File: config.mk
export PLATFORM = sky130hd
export DESIGN_NAME = kabe_ctrl
export DESIGN_NICKNAME = d
export VERILOG_FILES = /design/src/rtl/core/kabe_pkg.sv /design/src/rtl/core/kabe_ctrl.sv
export SDC_FILE = /design/constraint.sdc
export NUM_CORES = 1
export LEC_CHECK = 0
export ABC_AREA = 1
export BUFFER_PORTS_ARGS = -buffer_cell sky130_fd_sc_hd__buf_2
export CAP_MARGIN = 40
export CORE_MARGIN = 2
export CORE_UTILIZATION = 53
export DETAILED_ROUTE_END_ITERATION = 8
export PLACE_DENSITY = 0.75
export SETUP_SLACK_MARGIN = 0.3
export SLEW_MARGIN = 30
export SYNTH_ARGS = -nofsm -noshare
export SYNTH_HDL_FRONTEND = slang
export SYNTH_SLANG_ARGS = --single-unit
File: constraint.sdc
create_clock -name clk -period 1.7 [get_ports clk]
set_clock_uncertainty 0.15 [all_clocks]
set_input_delay 0 -clock clk [delete_from_list [all_inputs] [get_ports clk]]
set_output_delay 0 -clock clk [all_outputs]
set_load 0.02 [all_outputs]
File: src/rtl/core/kabe_pkg.sv
package kabe_pkg;

    localparam int DATA_W  = 32;
    localparam int DT_W    = 16;
    localparam int NOISE_W = 31;
    localparam int IN_W    = 80;
    localparam int CIDX_W  = 2;
    localparam int CDATA_W = 32;
    localparam int MA_W    = 36;
    localparam int MB_W    = 33;
    localparam int PROD_W  = MA_W + MB_W;
    localparam int WIDE_W  = PROD_W + 1;
    localparam int DIV_STEPS = 31;
    localparam int DCNT_W  = 5;

    localparam logic [NOISE_W-1:0] APN_RESET = 31'd1073742;
    localparam logic [NOISE_W-1:0] BPN_RESET = 31'd3221225;
    localparam logic [NOISE_W-1:0] MN_RESET  = 31'd32212255;

    localparam logic [CIDX_W-1:0] CFG_APN = 2'd0;
    localparam logic [CIDX_W-1:0] CFG_BPN = 2'd1;
    localparam logic [CIDX_W-1:0] CFG_MN  = 2'd2;

    typedef enum logic [3:0] {
        OP_RATE  = 4'd0,
        OP_TPRED = 4'd1,
        OP_P00   = 4'd2,
        OP_P11   = 4'd3,
        OP_ANG   = 4'd4,
        OP_BIAS  = 4'd5,
        OP_AA    = 4'd6,
        OP_AB    = 4'd7,
        OP_BA    = 4'd8,
        OP_BB    = 4'd9
    } op_t;

    typedef struct packed {
        logic load_in;
        logic mul_go;
        logic wb;
        logic div_init;
        logic div_step;
        logic div_fin;
        logic out_load;
        op_t  op;
    } cmd_t;

    function automatic logic signed [DATA_W-1:0] sat32(input logic signed [WIDE_W-1:0] v);
        logic signed [DATA_W-1:0] r;
        if (v > WIDE_W'(64'sh7FFF_FFFF))
        begin
            r = 32'sh7FFF_FFFF;
        end
        else if (v < -WIDE_W'(64'sh8000_0000))
        begin
            r = 32'sh8000_0000;
        end
        else
        begin
            r = v[DATA_W-1:0];
        end
        return r;
    endfunction

endpackage

File: src/rtl/core/kabe_ctrl.sv
module kabe_ctrl (
    input  logic           clk,
    input  logic           rst_n,
    input  logic           in_valid,
    output logic           in_ready,
    input  logic           out_busy,
    output kabe_pkg::cmd_t cmd
);
    import kabe_pkg::*;

    typedef enum logic [6:0] {
        S_IDLE  = 7'b0000001,
        S_MUL   = 7'b0000010,
        S_WB    = 7'b0000100,
        S_DINIT = 7'b0001000,
        S_DIV   = 7'b0010000,
        S_DFIN  = 7'b0100000,
        S_OUT   = 7'b1000000
    } state_t;

    state_t              state_reg, state_next;
    op_t                 op_reg, op_next;
    logic [DCNT_W-1:0]   cnt_reg, cnt_next;

    assign in_ready = (state_reg == S_IDLE);

    always_comb
    begin
        state_next   = state_reg;
        op_next      = op_reg;
        cnt_next     = cnt_reg;
        cmd          = '0;
        cmd.op       = op_reg;
        unique case (state_reg)
            S_IDLE:
            begin
                if (in_valid)
                begin
                    cmd.load_in = 1'b1;
                    op_next     = OP_RATE;
                    state_next  = S_MUL;
                end
            end
            S_MUL:
            begin
                cmd.mul_go = 1'b1;
                state_next = S_WB;
            end
            S_WB:
            begin
                cmd.wb = 1'b1;
                if (op_reg == OP_P11)
                begin
                    state_next = S_DINIT;
                end
                else if (op_reg == OP_BB)
                begin
                    state_next = S_OUT;
                end
                else
                begin
                    op_next    = op_t'(op_reg + 4'd1);
                    state_next = S_MUL;
                end
            end
            S_DINIT:
            begin
                cmd.div_init = 1'b1;
                cnt_next     = '0;
                state_next   = S_DIV;
            end
            S_DIV:
            begin
                cmd.div_step = 1'b1;
                if (cnt_reg == DCNT_W'(DIV_STEPS - 1))
                begin
                    state_next = S_DFIN;
                end
                else
                begin
                    cnt_next = cnt_reg + DCNT_W'(1);
                end
            end
            S_DFIN:
            begin
                cmd.div_fin = 1'b1;
                op_next     = OP_ANG;
                state_next  = S_MUL;
            end
            S_OUT:
            begin
                if (!out_busy)
                begin
                    cmd.out_load = 1'b1;
                    state_next   = S_IDLE;
                end
            end
            default:
            begin
                state_next = S_IDLE;
            end
        endcase
    end

    always_ff @(posedge clk or negedge rst_n)
    begin
        if (!rst_n)
        begin
            state_reg <= S_IDLE;
            op_reg    <= OP_RATE;
            cnt_reg   <= '0;
        end
        else
        begin
            state_reg <= state_next;
            op_reg    <= op_next;
            cnt_reg   <= cnt_next;
        end
    end

`ifndef ASSERT_OFF
    a_leave_idle: assert property (@(posedge clk) disable iff (!rst_n)
        (in_valid && in_ready) |=> (state_reg == S_MUL && op_reg == OP_RATE))
        else $error("accepted item did not start the sequence");
    a_div_len: assert property (@(posedge clk) disable iff (!rst_n)
        (state_reg == S_DIV && cnt_reg == DCNT_W'(DIV_STEPS - 1)) |=> (state_reg == S_DFIN))
        else $error("divider step count overran");
    a_out_hold: assert property (@(posedge clk) disable iff (!rst_n)
        (state_reg == S_OUT && out_busy) |=> (state_reg == S_OUT))
        else $error("result dropped while output stalled");
`endif

endmodule

==> results.cfg, run 1 <==
[die]
die-area_um2 = 2320
die_h_um = 48.2
coreArea_um2 = 1780
rows = 15
initial_core_util_pct = 58.0
io_pins = 16
die_x_um = 48.2

[place]
gp_congestion = 0.783
portBuffers = 15
pre_cts_ws_ns = 0.165
placed_area_um2 = 1160
dp_hpwl_mm = 1.63

[finish]
drive_gt1_share_pct = 50.5
final_cell_area_um2 = 1560
area_delta_synth_final_pct = 50.8
postLayoutCoreUtil_pct = 87.4
fin_nets = 191
largest_register_ffs = 7
antenna-diode-count = 0

[setup_path]
ff2ff_path_depth = 10
worstPathMaxFanout = 4
crit_chain = inv_2, nand2_2, nor2_4, buf_4, nand3_1, nand2_1, inv_1, nand2_1, nand2_1, nand2_1
critPathMostFrequentCell = nand2_1
cpPeakStageDelay_ns = 0.42
end_kind = flop
cp.required_ns = 1.80
startpoint_type = flop
crit_type = reg2reg
r2r_start = state_reg[5]
reg2reg_to = op_reg[2]
rrSetupSlack_ns = -0.01
cp_data_arrival_time_ns = 1.81
cpMaxStageDelayCell = dfrtp_1

[pwr]
power.density_nw_per_um2 = 1130
p_int_mw = 0.945
power_frac_clock_pct = 15.4
ir_drop_mv = 0.645
power_frac_seq_pct = 28.9
switching_share_pct = 46.2
comb_power_share_pct = 55.6
p_leak_nw = 0.824
p_sw_mw = 0.812
p_total_mw = 1.76

[logic_synthesis]
ys_warn_count = 0
yosysUniqueCellTypes = 20
netlist_instances = 142
ys_ff_latch = 16
avgSynthCellArea_um2 = 7.28
syn_area_um2 = 1030
ys_seq_area_share_pct = 38.9
syn-num-nets = 150

[flow_run]
maxCapViolCount = 0

[run_status]
status = finished, violations left
violations = hold timing, setup timing

[sta]
setup_viol = 1
drv_slew = 0
fmax_mhz = 584
relSlewSlack_pct = 74.0
fin_crit_ns = 1.71
rsz0062_at_grt = yes
whs_ns = -0.0181
finalHoldViolations = 11
finalCritPeriodShare_pct = 101
tightest_slew_ns = 0.390
setup_ws_ns = -0.0113

[global_route]
track_usage_pct = 26.7
antenna_found_initial = 0
grt_pass1_wl_mm = 4.16
grt_max_degree = 17
grt_pass1_vias = 995
gr-total-overflow = 0

[route]
dr_wl_met3_um = 349
vias = 1240
first_iter_violations = 67
antenna_left = 0
drcViolationCount = 0
wl_per_cell_um = 20.0
vias_per_cell = 5.99
dr.pass1.iters = 5
met2_length_mm = 1.98
routed_wirelength_mm = 4.14
wl_met1_mm = 1.54
highest_layer = met4

[clock_tree]
cts_root_buffer = clkbuf_4
clk_pin_slew_ns = 0.11
cts_tree = yes
clkLatencyLatePin_ns = 0.31
cts_buffers = 3
htree_levels = 1
cts_sinks = 16
clk_path_buf_depth = 2

[worst_hold_path]
hold_class = in2async
synthesized netlist by cell type, drive strengths merged:
master   n  area [µm²]
nor2    21        98.8
o21ai    4        20.0
dfrtp   15         375
nand3   17         118
nand2   41         161
xor2     2        17.5
dfstp    1        26.3
ha       4        50.1
nand4    5        31.3
nor3     5        30.0
inv     26        97.6
buf      1        7.51
critical path: cells and delay by family, from the launching register on:
kind                   cells  cell delay (ns)
buffers and inverters      3             0.34
DFF                        1             0.42
and+or+nand+nor            7             0.76
kinds of logic (layout without fill, tap and decap cells):
logic type,count (synthesis),after routing,share of synthesized area (%)
AND/OR/NAND/NOR,89,90,42.5
buffers and inverters,27,66,10.2
flip-flops,16,16,38.9
adder cells (fa/ha/maj),4,4,4.84
AO/OA/AOI/OAI,4,4,1.94
XOR/XNOR,2,2,1.70
what timing repair did:
| action | in CTS | in global routing |
|---|---|---|
| pin swaps | 7 | 8 |
| hold endpoints to repair | 19 | 0 |
| setup endpoints to repair | 20 | 21 |
| hold buffers | 3 | 0 |
| cloned | 1 | 0 |
| resized for setup | 38 | 18 |
| setup buffers | 12 | 6 |
power groups by stage:
| stage | clock network, mW | logic [mW] | registers [mW] |
|---|---|---|---|
| after CTS | 0.258 | 0.732 | 0.500 |
| after detailed placement | 0 | 0.529 | 0.503 |
| after global placement | 0 | 0.505 | 0.499 |
| final | 0.271 | 0.977 | 0.508 |
| after global routing | 0.295 | 1.02 | 0.510 |
| after floorplan | 0 | 0.389 | 0.508 |
worst max path at each step:
stage	from	to	slack [ns]	depth (start not counted)
6_report	state_reg[5]	op_reg[2]	-0.01	10
5_1_grt	state_reg[4]	op_reg[2]	-0.10	10
4_1_cts	state_reg[0]	cmd[10]	0.16	5
3_5_place_dp	state_reg[0]	op_reg[1]	0.16	7
3_3_place_gp	state_reg[0]	op_reg[0]	0.23	7
2_1_floorplan	op_reg[1]	op_reg[3]	0.27	8
cell type report:
cell class              instances  area (µm²)
multi-input cells             100         693
repair buffers                 36         295
inverters                      26        97.6
fillers                        84         224
well taps                      25        31.3
clock buffers                   4        36.3
flip-flops and latches         16         405
through the flow:
step	TNS, ns	instances
2_1_floorplan	0	142
3_3_place_gp	0	181
3_5_place_dp	0	181
4_1_cts	0	201
5_1_grt	-0.137	207
6_report	-0.0113	207
per-layer routing:
layer,GRT usage (%),up-vias
met5,0,-
met2,50.5,97
met1,29.1,582
met4,11.4,0
met3,3.70,39
li1,-,522
cell usage in the layout (no fill, tap or decap), types with 5 or more instances in the layout:
master,instances
buf_6,10
nand3_1,12
nand3_4,5
nand4_1,5
buf_2,8
nand2_2,9
nor2_1,8
inv_1,15
inv_2,11
dfrtp_1,12
nor2_2,7
buf_4,15
nand2_1,29
nor2_4,6
(Power assumes the default switching activity.)
==> inputs of run 2 (changes only) <==
--- a/config.mk
+++ b/config.mk
@@ -10,2 +10,3 @@
 export CAP_MARGIN = 40
+export CORE_ASPECT_RATIO = 1.25
 export CORE_MARGIN = 2
==> constraint.sdc (replaced) <==
create_clock -name clk -period 1.7 [get_ports clk]
set_clock_uncertainty 0.15 [all_clocks]
set_input_delay 0.085 -clock clk [delete_from_list [all_inputs] [get_ports clk]]
set_output_delay 0.085 -clock clk [all_outputs]
set_load 0.02 [all_outputs]
==> run 2 against run 1 <==
  * The flow now finishes without violations
  * Cell area shrank 5.4%
  * Worst hold slack gained 0.10 ns
  * Die area is essentially flat
  * First-iteration DRC count shrank 67%
  * Power shrank 11%
  * Global-route usage shrank 0.71 points
  * Final cell count shrank 5.3%
  * Routed wire length shrank 32%
  * Critical path depth shrank 4
  * Critical path type is now reg2out
  * Highest routed layer unchanged
==> results.cfg, run 2 (synthesized netlist as in run 1, its figures left out) <==
[sta]
whs_ns = 0.0862
drv_slew = 0
fin_crit_ns = 1.66
rsz0062_at_grt = yes
relSlewSlack_pct = 75.9
fmax_mhz = 603
setup_viol = 0
finalCritPeriodShare_pct = 97.6
finalHoldViolations = 0
tightest_slew_ns = 0.361

[die]
io_pins = 16
initial_core_util_pct = 57.2
coreArea_um2 = 1810
die-area_um2 = 2320
rows = 17
die_h_um = 53.4
die_x_um = 43.5

[clock_tree]
clk_path_buf_depth = 2
cts_tree = yes
clk_pin_slew_ns = 0.09
clkLatencyLatePin_ns = 0.28
cts_buffers = 3
cts_root_buffer = clkbuf_4
htree_levels = 1
cts_sinks = 16

[finish]
layout_commonest_cell = nand2_1
area_delta_synth_final_pct = 42.7
layout_common_cells = nand2_1, inv_1, buf_4
drive_gt1_share_pct = 46.3
fin_nets = 186
largest_register_ffs = 7
antenna-diode-count = 0

[route]
vias = 1071
antenna_left = 0
routed_wirelength_mm = 2.82
dr.pass1.iters = 4
drcViolationCount = 0
vias_per_cell = 5.46
wl_per_cell_um = 14.4
first_iter_violations = 22

[global_route]
gr-total-overflow = 0
grt_pass1_vias = 1022
track_usage_pct = 25.9
antenna_found_initial = 0
grt_pass1_wl_mm = 4.40
grt_max_degree = 17

[pwr]
p_leak_nw = 0.793
p_total_mw = 1.57
power.density_nw_per_um2 = 1060
ir_drop_mv = 0.686

[setup_path]
startpoint_type = flop
rrSetupSlack_ns = 0.05
cp_data_arrival_time_ns = 1.42
crit_type = reg2out
cpPeakStageDelay_ns = 0.44
crit_family = simple AND/OR/NAND/NOR gates
cp.required_ns = 1.46
ff2ff_path_depth = 9
cp_num_buf_inv = 2
crit_chain = inv_2, nand2_4, nor2_4, nand2_2, nor2_2, buf_4
cpMaxStageDelayCell = dfrtp_1
reg2reg_to = op_reg[0]
worstPathMaxFanout = 4
r2r_start = state_reg[5]
end_kind = primary output

[place]
dp_hpwl_mm = 1.57
portBuffers = 15
gp_congestion = 0.805

[run_status]
status = finished clean

[flow_run]
maxCapViolCount = 0

[worst_hold_path]
hold_class = in2async
run 2: cell types whose count changed in the layout (fill, tap and decap cells not counted), moves of 2 or more:
cell     previous run  this run
nor2_1              8        11
nand2_2             9         7
buf_6              10         7
nand2_1            29        31
nor2_4              6         4
run 2: worst max path at each step:
stage	startpoint	to	depth (start not counted)
6_report	state_reg[5]	cmd[10]	6
5_1_grt	state_reg[4]	op_reg[0]	9
4_1_cts	state_reg[5]	cmd[10]	6
3_5_place_dp	state_reg[0]	op_reg[3]	7
3_3_place_gp	state_reg[1]	op_reg[0]	8
2_1_floorplan	op_reg[1]	op_reg[3]	8
run 2: cell type report:
cell class	instances	area, µm²
Clock buffer	4	26.3
Timing Repair Buffer	31	249
Multi-Input combinational cell	100	673
Fill cell	104	333
Tap cell	19	23.8
Inverter	26	97.6
Sequential cell	16	405
run 2: power breakdown:
group | internal (mW) | switching (mW) | leakage, nW | total, mW
clock network | 0.0909 | 0.111 | 0.0150 | 0.202
registers | 0.438 | 0.0683 | 0.213 | 0.506
logic | 0.351 | 0.510 | 0.565 | 0.861
total | 0.880 | 0.689 | 0.793 | 1.57
run 2: worst reg2reg max path: stages (launching register included):
cell,delay (ns)
dfrtp_1,0.44
inv_2,0.11
nand2_4,0.07
nor2_4,0.18
nand2_2,0.11
buf_4,0.16
nand3_4,0.10
nand3_4,0.10
nand2_1,0.08
nand2_1,0.05
run 2: repair_timing:
| item | in CTS | in global routing |
|---|---|---|
| gates resized for setup | 38 | 11 |
| hold buffers | 3 | 0 |
| setup endpoints to repair | 20 | 22 |
| gates cloned | 0 | 1 |
| hold endpoints to repair | 18 | 0 |
| setup buffers | 11 | 2 |
| pin swaps | 7 | 9 |
run 2: layer usage:
metal	global-route usage (%)	wire length [µm]	up-vias
met2	47.3	1520	32
met5	0	0	-
met3	3.07	76	10
met1	29.6	1140	508
li1	-	-	521
met4	12.6	81	0
run 2: through the flow:
stage          cell area [µm²]  setup WS [ns]  cells  util [%]  TNS (ns)
2_1_floorplan             1060          0.272    142         -         0
3_3_place_gp              1150          0.233    175      63.8         0
3_5_place_dp              1150          0.169    175      63.8         0
4_1_cts                   1420         0.0972    193      78.3         0
5_1_grt                   1480        -0.0465    196      81.6    -0.196
6_report                  1480         0.0404    196      81.6         0
==> inputs of run 3 (changes only) <==
GPL_TIMING_DRIVEN = 0   (was unset)
==> run 3 against run 2 <==
  * Maximum frequency increased by 0.40%
  * Highest routed layer unchanged
  * Setup slack gained 0.0066 ns
  * Non-clock buffer count rose by 7
  * Critical endpoint is now op_reg[3]
  * Final cell count increased by 3.6%
  * Combinational power increased by 6.0%
  * Core utilization rose by 3.3 points
  * Via count increased by 2.5%
  * Cell area up 4.0%
  * Clock power increased by 4%
==> results.cfg, run 3 (synthesized netlist as in run 1, its figures left out) <==
[global_route]
gr-total-overflow = 0
grt_max_degree = 17
track_usage_pct = 24.1
grt_pass1_vias = 951
grt_pass1_wl_mm = 4.00
antenna_found_initial = 0

[place]
gp_congestion = 0.775
pre_cts_ws_ns = 0.150
portBuffers = 15
dp_hpwl_mm = 1.57

[clock_tree]
cts_tree = yes
cts_sinks = 16
clk_path_buf_depth = 2
cts_root_buffer = clkbuf_4
htree_levels = 1
cts_buffers = 3
clkLatencyLatePin_ns = 0.29
clk_pin_slew_ns = 0.10

[die]
coreArea_um2 = 1810
io_pins = 16
initial_core_util_pct = 57.2
rows = 17
die-area_um2 = 2320
die_x_um = 43.5
die_h_um = 53.4

[sta]
rsz0062_at_grt = yes
fin_crit_ns = 1.65
relSlewSlack_pct = 77.2
finalHoldViolations = 0
tightest_slew_ns = 0.342
setup_ws_ns = 0.0470
setup_viol = 0
drv_slew = 0
fmax_mhz = 605
whs_ns = 0.0641
finalCritPeriodShare_pct = 97.2

[run_status]
status = finished clean

[finish]
largest_register_ffs = 7
layout_commonest_cell = nand2_1
drive_gt1_share_pct = 48.4
antenna-diode-count = 0
fin_nets = 193
multi_input_area_um2 = 664
layout_common_cells = nand2_1, buf_4, inv_1
area_delta_synth_final_pct = 48.4
postLayoutCoreUtil_pct = 84.8
nFillCells = 102
ff_latch_area_um2 = 405

[setup_path]
cpMaxStageDelayCell = dfrtp_1
rrSetupSlack_ns = 0.05
cpPeakStageDelay_ns = 0.44
end_kind = flop
crit_type = reg2reg
worstPathMaxFanout = 5
cp.required_ns = 1.79
startpoint_type = flop
crit_chain = inv_2, nand2_2, nor2_4, buf_4, nand2_2, nand3_4, buf_4, nand4_1, nand2_1
cp_data_arrival_time_ns = 1.74

[route]
vias_per_cell = 5.41
routed_wirelength_mm = 2.84
drcViolationCount = 0
wl_per_cell_um = 14.0
vias = 1098
first_iter_violations = 32
antenna_left = 0
dr.pass1.iters = 4

[worst_hold_path]
hold_class = in2async

[pwr]
power.density_nw_per_um2 = 1050
switching_share_pct = 43.1
p_sw_mw = 0.696
comb_power_share_pct = 56.5
ir_drop_mv = 0.759
p_leak_nw = 0.835
power_frac_seq_pct = 30.4
p_int_mw = 0.919
power_frac_clock_pct = 13.1

[flow_run]
maxCapViolCount = 0
[run 3: final timing paths]
check / startpoint / end / cells after the start
max: state_reg[5] / op_reg[3] / 9
min in group clk: cnt_reg[0] / cnt_reg[0] / 1
max in group asynchronous: rst_n / state_reg[0] / 2
min: rst_n / cnt_reg[4] / 2
min reg2reg: cnt_reg[0] / cnt_reg[0] / 1
max reg2reg: state_reg[5] / op_reg[3] / 9
[run 3: layout make-up]
type / instances / area share [%]
multi-input cells: 100 / 43.3
plain buffers: 1 / 0.734
clock buffers: 4 / 1.71
repair buffers: 37 / 19.9
flip-flops and latches: 16 / 26.4
well taps: 19 / 1.55
inverters: 26 / 6.36
[run 3: routing by layer]
metal / vias up / wire, µm / GRT usage, %
li1: 536 / - / -
met2: 36 / 1580 / 45.5
met5: - / 0 / 0
met4: 0 / 34 / 10.1
met1: 521 / 1100 / 25.6
met3: 5 / 129 / 4.44
[run 3: metrics by stage]
stage / total power [mW] / TNS [ns] / instances / instance area, µm²
global placement: 1.00 / 0 / 176 / 1160
global route: 1.72 / -0.0966 / 203 / 1530
finish: 1.62 / 0 / 203 / 1530
floorplan: 0.896 / 0 / 142 / 1060
CTS: 1.42 / 0 / 193 / 1380
detailed placement: 1.02 / 0 / 176 / 1160
[run 3: power groups by stage]
stage	clock, mW	sequential, mW	combinational (mW)
after global routing	0.232	0.497	0.990
after CTS	0.219	0.493	0.707
after floorplan	0	0.508	0.389
after detailed placement	0	0.499	0.519
final	0.211	0.491	0.913
after global placement	0	0.498	0.504
[run 3: what timing repair did]
| action | CTS | global route |
|---|---|---|
| cloned | 0 | 1 |
| pin swaps | 9 | 11 |
| hold buffers | 3 | 0 |
| hold endpoints to repair | 18 | 0 |
| setup buffers | 10 | 9 |
| endpoints found under the setup margin | 20 | 21 |
| resized for setup | 30 | 21 |
[run 3: critical path, delay by kind of cell, from the launching register on]
| kind | cells | cell delay (ns) |
|---|---|---|
| simple gates | 6 | 0.65 |
| flops | 1 | 0.44 |
| buf+inv | 3 | 0.37 |
